<file path="src/rtl/gwf_pkg.sv">
// ----------------------------------------------------------------------------
// gwf_pkg
// Shared types, codes and constants of the grid wipe fade engine.
// ----------------------------------------------------------------------------
`default_nettype none

package gwf_pkg;

  localparam int GRID_W_DEF = 10;
  localparam int GRID_H_DEF = 120;

  localparam int IDX_W   = 11;
  localparam int CMD_W   = 2;
  localparam int SPEED_W = 14;
  localparam int AGE_W   = 11;
  localparam int ROW_W   = 8;
  localparam int COL_W   = 6;
  localparam int RAD_W   = 8;
  localparam int MARK_N  = 16;
  localparam int MAGE_W  = 13;

  localparam logic [CMD_W-1:0] CMD_START = 2'd0;
  localparam logic [CMD_W-1:0] CMD_TICK  = 2'd1;
  localparam logic [CMD_W-1:0] CMD_READ  = 2'd2;

  localparam logic [1:0] REG_FADE_MODE    = 2'd0;
  localparam logic [1:0] REG_WIPE_PATTERN = 2'd1;
  localparam logic [1:0] REG_FADE_SPEED   = 2'd2;

  localparam logic [1:0] MODE_FADE_OUT = 2'd1;
  localparam logic [1:0] MODE_FADE_IN  = 2'd2;

  localparam logic [1:0] PAT_CENTRE = 2'd0;
  localparam logic [1:0] PAT_EDGES  = 2'd1;
  localparam logic [1:0] PAT_SWEEP  = 2'd2;
  localparam logic [1:0] PAT_NONE   = 2'd3;

  localparam logic [1:0] KIND_CENTRE = 2'd0;
  localparam logic [1:0] KIND_EDGES  = 2'd1;
  localparam logic [1:0] KIND_UP     = 2'd2;
  localparam logic [1:0] KIND_DOWN   = 2'd3;

  localparam logic [1:0] PH_WAIT = 2'd0;
  localparam logic [1:0] PH_FADE = 2'd1;
  localparam logic [1:0] PH_DONE = 2'd2;

  localparam logic [1:0] DRAW_NONE   = 2'd0;
  localparam logic [1:0] DRAW_BLEND  = 2'd1;
  localparam logic [1:0] DRAW_OPAQUE = 2'd2;

  localparam logic [13:0]       AGE_LIMIT = 14'd999;
  localparam logic [AGE_W-1:0]  AGE_FULL  = 11'd1000;
  localparam logic [16:0]       DIV10_MUL = 17'd52429;
  localparam logic [15:0]       ALPHA_MUL = 16'd33555;
  localparam logic signed [7:0] ALPHA_TOP = 8'sd31;
  localparam logic signed [7:0] ALPHA_SAT = 8'sd32;

  typedef struct packed {
    logic [CMD_W-1:0] command;
    logic [IDX_W-1:0] cell_index;
  } gwf_in_t;

  typedef struct packed {
    logic       transition_done;
    logic       still_active;
    logic [1:0] draw_kind;
    logic [4:0] fade_level;
    logic [9:0] pixel_x;
    logic [8:0] pixel_y;
  } gwf_out_t;

  typedef struct packed {
    logic load;
    logic arm;
    logic clear_en;
    logic instant;
    logic mark_init;
    logic mark_en;
    logic pass_init;
    logic pass_en;
    logic rd_init;
    logic div_en;
    logic out_load;
  } gwf_cmd_t;

  typedef struct packed {
    logic [CMD_W-1:0] cmd;
    logic             tick_run;
    logic             tick_instant;
    logic             no_mark;
    logic             clr_last;
    logic             mark_last;
    logic             pass_last;
    logic             div_last;
  } gwf_sts_t;

endpackage

`default_nettype wire

</file>
<file path="src/rtl/gwf_ctrl.sv">
// ----------------------------------------------------------------------------
// gwf_ctrl
// Sequencer of the engine: clearing, marking, ageing pass, read and reply.
// ----------------------------------------------------------------------------
`default_nettype none

module gwf_ctrl (
  input  logic              clk_i,
  input  logic              rst_ni,
  input  logic              in_valid_i,
  output logic              in_ready_o,
  output logic              out_valid_o,
  input  logic              out_ready_i,
  input  gwf_pkg::gwf_sts_t sts_i,
  output gwf_pkg::gwf_cmd_t cmd_o
);
  import gwf_pkg::*;

  localparam logic [2:0] S_INIT  = 3'd0;
  localparam logic [2:0] S_IDLE  = 3'd1;
  localparam logic [2:0] S_DISP  = 3'd2;
  localparam logic [2:0] S_CLEAR = 3'd3;
  localparam logic [2:0] S_MARK  = 3'd4;
  localparam logic [2:0] S_PASS  = 3'd5;
  localparam logic [2:0] S_DIV   = 3'd6;
  localparam logic [2:0] S_FIN   = 3'd7;

  logic [2:0] state_q, state_d;
  logic       out_valid_q, out_valid_d;

  always_comb begin
    state_d     = state_q;
    cmd_o       = '0;
    in_ready_o  = 1'b0;
    out_valid_d = out_valid_q && !out_ready_i;
    unique case (state_q)
      S_INIT: begin
        cmd_o.clear_en = 1'b1;
        if (sts_i.clr_last) state_d = S_IDLE;
      end
      S_IDLE: begin
        in_ready_o = 1'b1;
        if (in_valid_i) begin
          cmd_o.load = 1'b1;
          state_d    = S_DISP;
        end
      end
      S_DISP: begin
        unique case (sts_i.cmd)
          CMD_START: begin
            cmd_o.arm = 1'b1;
            state_d   = S_CLEAR;
          end
          CMD_TICK: begin
            if (sts_i.tick_run && sts_i.no_mark) begin
              cmd_o.mark_init = 1'b1;
              cmd_o.pass_init = 1'b1;
              state_d         = S_PASS;
            end else if (sts_i.tick_run) begin
              cmd_o.mark_init = 1'b1;
              state_d         = S_MARK;
            end else begin
              cmd_o.instant = sts_i.tick_instant;
              state_d       = S_FIN;
            end
          end
          CMD_READ: begin
            cmd_o.rd_init = 1'b1;
            state_d       = S_DIV;
          end
          default: state_d = S_FIN;
        endcase
      end
      S_CLEAR: begin
        cmd_o.clear_en = 1'b1;
        if (sts_i.clr_last) state_d = S_FIN;
      end
      S_MARK: begin
        cmd_o.mark_en = 1'b1;
        if (sts_i.mark_last) begin
          cmd_o.pass_init = 1'b1;
          state_d         = S_PASS;
        end
      end
      S_PASS: begin
        cmd_o.pass_en = 1'b1;
        if (sts_i.pass_last) state_d = S_FIN;
      end
      S_DIV: begin
        cmd_o.div_en = 1'b1;
        if (sts_i.div_last) state_d = S_FIN;
      end
      S_FIN: begin
        if (!out_valid_q || out_ready_i) begin
          cmd_o.out_load = 1'b1;
          out_valid_d    = 1'b1;
          state_d        = S_IDLE;
        end
      end
      default: state_d = S_INIT;
    endcase
  end

  always_ff @(posedge clk_i or negedge rst_ni) begin
    if (!rst_ni) begin
      state_q     <= S_INIT;
      out_valid_q <= 1'b0;
    end else begin
      state_q     <= state_d;
      out_valid_q <= out_valid_d;
    end
  end

  assign out_valid_o = out_valid_q;

endmodule

`default_nettype wire

</file>
<file path="config.mk">
export PLATFORM = sky130hd
export DESIGN_NAME = gwf_ctrl
export DESIGN_NICKNAME = d
export VERILOG_FILES = /design/src/rtl/gwf_pkg.sv /design/src/rtl/gwf_ctrl.sv
export SDC_FILE = /design/constraint.sdc
export NUM_CORES = 1
export LEC_CHECK = 0
export ABC_AREA = 0
export BUFFER_PORTS_ARGS = -buffer_cell sky130_fd_sc_hd__buf_2
export CAP_MARGIN = 20
export CELL_PAD_IN_SITES_DETAIL_PLACEMENT = 2
export CELL_PAD_IN_SITES_GLOBAL_PLACEMENT = 2
export CORE_MARGIN = 4
export CORE_UTILIZATION = 18
export CTS_CLUSTER_DIAMETER = 120
export DETAILED_ROUTE_END_ITERATION = 6
export PLACE_DENSITY_LB_ADDON = 0.1
export SLEW_MARGIN = 20
export SYNTH_ARGS = -nofsm -noshare
export SYNTH_HDL_FRONTEND = slang
export SYNTH_SLANG_ARGS = --single-unit
</file>
<file path="constraint.sdc">
create_clock -name clk_i -period 1.8 [get_ports clk_i]
set_clock_uncertainty 0.1 [all_clocks]
set_input_delay 0.18 -clock clk_i [delete_from_list [all_inputs] [get_ports clk_i]]
set_output_delay 0.18 -clock clk_i [all_outputs]
set_load 0.01 [all_outputs]
</file>
* Word-level counts from Yosys, hierarchy flattened
Index checks and enable logic that the tools add are counted.
** Cells by class
- Eq/ne operators :: 16
- Reduce and logical (&&, ||, !) cells :: 9
- Muxes and demuxes :: 36
** Operators with widths (number)
- 3-bit two-way mux :: 8
- 3-bit case mux with 8 select lines :: 1
- 1-bit two-way mux :: 22
- 2-bit != test (second input constant) :: 7
- 3-bit equality test (second input constant) :: 4
- 3-bit case mux with 3 select lines :: 1
- 7-bit AND reduction :: 1
- 3-bit by 2-bit equality test with 1-bit output (second input constant) :: 2
- 2-bit two-way mux :: 3
- 3-bit by 1-bit equality test with 1-bit output (second input constant) :: 1
- 3-bit logical NOT :: 1
- 2-bit by 1-bit equality test with 1-bit output (second input constant) :: 1
- 2-bit equality test (second input constant) :: 1
- 1-bit logical AND :: 2
- 1-bit logical NOT :: 2
- 2-bit logical NOT :: 1
- 1-bit case mux with 2 select lines :: 1
- 2-bit OR reduction :: 1
- 1-bit logical OR :: 1
** Storage, ports and cells
- Output and inout port bits :: 13
- Bits of input ports :: 13
- Logic and storage cells :: 63
- Register bits after elaboration :: 4

* Longest topological paths before layout
- Depth in word-level cells :: 4
- Depth in mapped cells :: 4
- Mapped depth without buffers :: 3

* Worst setup path after synthesis
Ideal clock, no wire load.
- Kind :: reg2out
- Start point :: register state_q[0]
- End point :: output port cmd_o[4] (netlist bit)
- Cell stages (with the launch flop) :: 5
- Buffers on the path :: 1
- Path slack :: 0.305 ns
- Required time :: 1.520 ns
- Arrival :: 1.215 ns
- Path through :: dfrtp_1 buf_6 or3b_4 nor2_4 a22o_2
** RTL lines
- from (decl) :: RTL line gwf_ctrl.sv:28 : logic [2:0] state_q, state_d;
- from (signal assigned) :: RTL line gwf_ctrl.sv:109 : state_q <= state_d;
- to (decl) :: RTL line gwf_ctrl.sv:15 : output gwf_pkg::gwf_cmd_t cmd_o

==> impl_metrics.env <==
export IMPL_status="completed"
export IMPL_clk_latency_ps=230
export IMPL_ys_ff_latch=4
export IMPL_maxSlewHeadroom_pct=77.8
export IMPL_grt_max_degree=12
export IMPL_route_detailed_drc=0
export IMPL_peakVddDrop_v=0.000562
export IMPL_row_count=15
export IMPL_cp_end_kind="output port"
export IMPL_synthCells=45
export IMPL_arrival_ps=1450
export IMPL_synth_edf_count=0
export IMPL_path_max_fanout=5
export IMPL_setup_viol=0
export IMPL_synthFlopType="dfrtp_1"
export IMPL_register_area_um2=100
export IMPL_dp_cells=95
export IMPL_syn_area_per_cell_um2=7.90
export IMPL_die_area_um2=2750
export IMPL_fmax_ghz=0.577
export IMPL_syn_area_um2=355
export IMPL_cts_tree="done"
export IMPL_area_growth_pct=53.5
export IMPL_worstSetupPathType="reg2out"
export IMPL_synth_most_common_cell="nor2_1"
export IMPL_sw_frac_of_total_pct=44.7
export IMPL_timing_final_crit_period_ps=1730
export IMPL_synthDistinctLibCells=25
export IMPL_async_flop_share_pct=100
export IMPL_core_area_um2=1800
export IMPL_drt_pre_antenna_iters=2
export IMPL_nFillCells=231
export IMPL_synth_fp_nets=58
export IMPL_io_pins=26
export IMPL_slew_viol_final=0
export IMPL_yosysTopAreaCell="dfrtp_1"
export IMPL_worstPathRequired_ps=1520
export IMPL_drive_above_1_share_pct=48.6
export IMPL_multi_input_area_um2=219
export IMPL_tightest_slew_ps=332
export IMPL_clk_pin_slew_worst_paths_ps=40
export IMPL_cp_cell_sequence="or3b_4 > nor2_4 > a22o_2 > buf_2"
export IMPL_start_kind="flip-flop"
export IMPL_internal_power_w=0.000445
export IMPL_setup_tns_ps=0
export IMPL_via_count=455
export IMPL_hpwlAfterDp_mm=1.13
export IMPL_hold_violations=0
export IMPL_antenna_found_initial=0
export IMPL_pwr_share_comb_pct=66.1
export IMPL_slowest_delay_ps=450
export IMPL_finalCritPeriodShare_pct=96.3
export IMPL_grt_overflow_total=0
export IMPL_synth_commonest_cells="nor2_1, dfrtp_1, inv_1, a21oi_1, o22ai_1"
export IMPL_yosys_top_cells_area="dfrtp_1, nor2_1, o22ai_1"
export IMPL_clkPwrFrac_pct=13.1
export IMPL_cts_buffer_depth=2
export IMPL_yosysWarnings=0
export IMPL_hold_class="in2reg"
export IMPL_routed_wl_mm=1.39
export IMPL_p_switching_w=0.000359
export IMPL_finalNonFillerCells=99
export IMPL_portBuffers=25
export IMPL_wl_per_cell_um=14.0
export IMPL_seqPwrFrac_pct=20.8
export IMPL_viasPerCell=4.60
export IMPL_cts_root_buf="clkbuf_4"
export IMPL_powerDensity_nw_per_um2=1470
export IMPL_cts_setup_buffers=0
export IMPL_ctsResizeCount=0
export IMPL_clkSinkCount=4
export IMPL_gp_congestion=0.742
export IMPL_ant_nets=0
export IMPL_post_route_util_pct=30.3
export IMPL_antenna_cells=0
export IMPL_drtIter0Drc=2
export IMPL_dieHeight_um=52.4
export IMPL_rsz0062_at_grt="no"
export IMPL_cts_htree_levels=1
export IMPL_max_cap_viol_count=0
export IMPL_cpMaxStageDelayCell="or3b_4"
export IMPL_synth_seq_area_share_pct=28.2
export IMPL_die_w_um=52.4
export IMPL_num_nets_final=89
export IMPL_numCtsBuffers=3
export IMPL_p_leak_nw=0.283
export IMPL_grt_pass1_vias=508
export IMPL_start_util_pct=19.7
export IMPL_grt_usage_pct=10.7
export IMPL_grt_pass1_wl_mm=2.16
export IMPL_netlist_area_leader_share_pct=28.2
[per-stage QoR]
| stage | hold WS [ps] | setup WS [ps] | total power [W] | cell area, um^2 |
|---|---|---|---|---|
| floorplan | -216 | 305 | 0.000513 | 355 |
| global placement | -112 | 322 | 0.000699 | 513 |
| detailed placement | -116 | 301 | 0.000705 | 513 |
| CTS | 131 | 58.8 | 0.000821 | 546 |
| global route | 157 | 10.0 | 0.000879 | 546 |
| finish | 130 | 66.7 | 0.000804 | 546 |
[power groups by stage]
| stage | sequential, W | combinational (W) | clock, W |
|---|---|---|---|
| after detailed placement | 0.000169 | 0.000535 | 0 |
| final | 0.000168 | 0.000531 | 0.000105 |
| after global routing | 0.000176 | 0.000587 | 0.000117 |
| after floorplan | 0.000161 | 0.000352 | 0 |
| after CTS | 0.000169 | 0.000542 | 0.000110 |
| after global placement | 0.000166 | 0.000533 | 0 |
[path summary, 6_finish.rpt]
kind / start / endpoint / slack [ps] / cells past startpoint
max: state_q[0] / cmd_o[4] / 70 / 4
max reg2reg: state_q[2] / state_q[0] / 390 / 4
min in group asynchronous: rst_ni / state_q[0] / 180 / 2
max in group asynchronous: rst_ni / out_valid_o / 1310 / 2
min: sts_i[1] / state_q[1] / 130 / 3
min reg2reg: state_q[1] / state_q[2] / 540 / 2
[critical path, delay by kind of cell (launching register included)]
family / cells / cell delay (ps)
simple gates: 2 / 570
flops: 1 / 390
compound gates: 1 / 140
buf+inv: 1 / 120
[cell families after synthesis]
family | synth area share (%)
and+or+nand+nor | 37.0
DFF | 28.2
xor gates and xnor gates | 2.47
muxes | 3.17
buffers and inverters | 10.2
AOI/OAI and AO/OA | 19.0
[cell type report]
cell class	instances	share of cell area [%]
inverters	4	2.75
multi-input cells	34	40.1
clock buffers	3	4.13
repair buffers	29	28.9
well taps	25	5.73
flip-flops and latches	4	18.3
[per-layer routing]
layer | vias to the layer above | GRT usage, % | part of all wire, % | wire length [um]
met1 | 212 | 12.6 | 43 | 604
met2 | 22 | 18.2 | 47 | 651
met3 | 2 | 3.13 | 8.6 | 120
li1 | 219 | - | - | -
met4 | 0 | 3.83 | 0.86 | 12
met5 | - | 0 | 0 | 0
[registers in the layout (all words and copies together), names as in the netlist]
signal / cells
state_q: 3
out_valid_o: 1
[cells in the final DEF (no fill, tap or decap), types with 2 or more instances in the layout]
master	count
nor3b_1	2
a21oi_1	3
nand2b_1	2
clkbuf_4	3
o211ai_1	2
dfrtp_1	4
inv_1	4
nor2_1	6
buf_2	25
buf_4	3
nor3_1	2
o22ai_1	3
[repair_timing]
item                       CTS  global route
hold buffers                 1             0
hold endpoints to repair     4             0
setup endpoints to repair    0             0
Power figures use the tool's default switching activity.
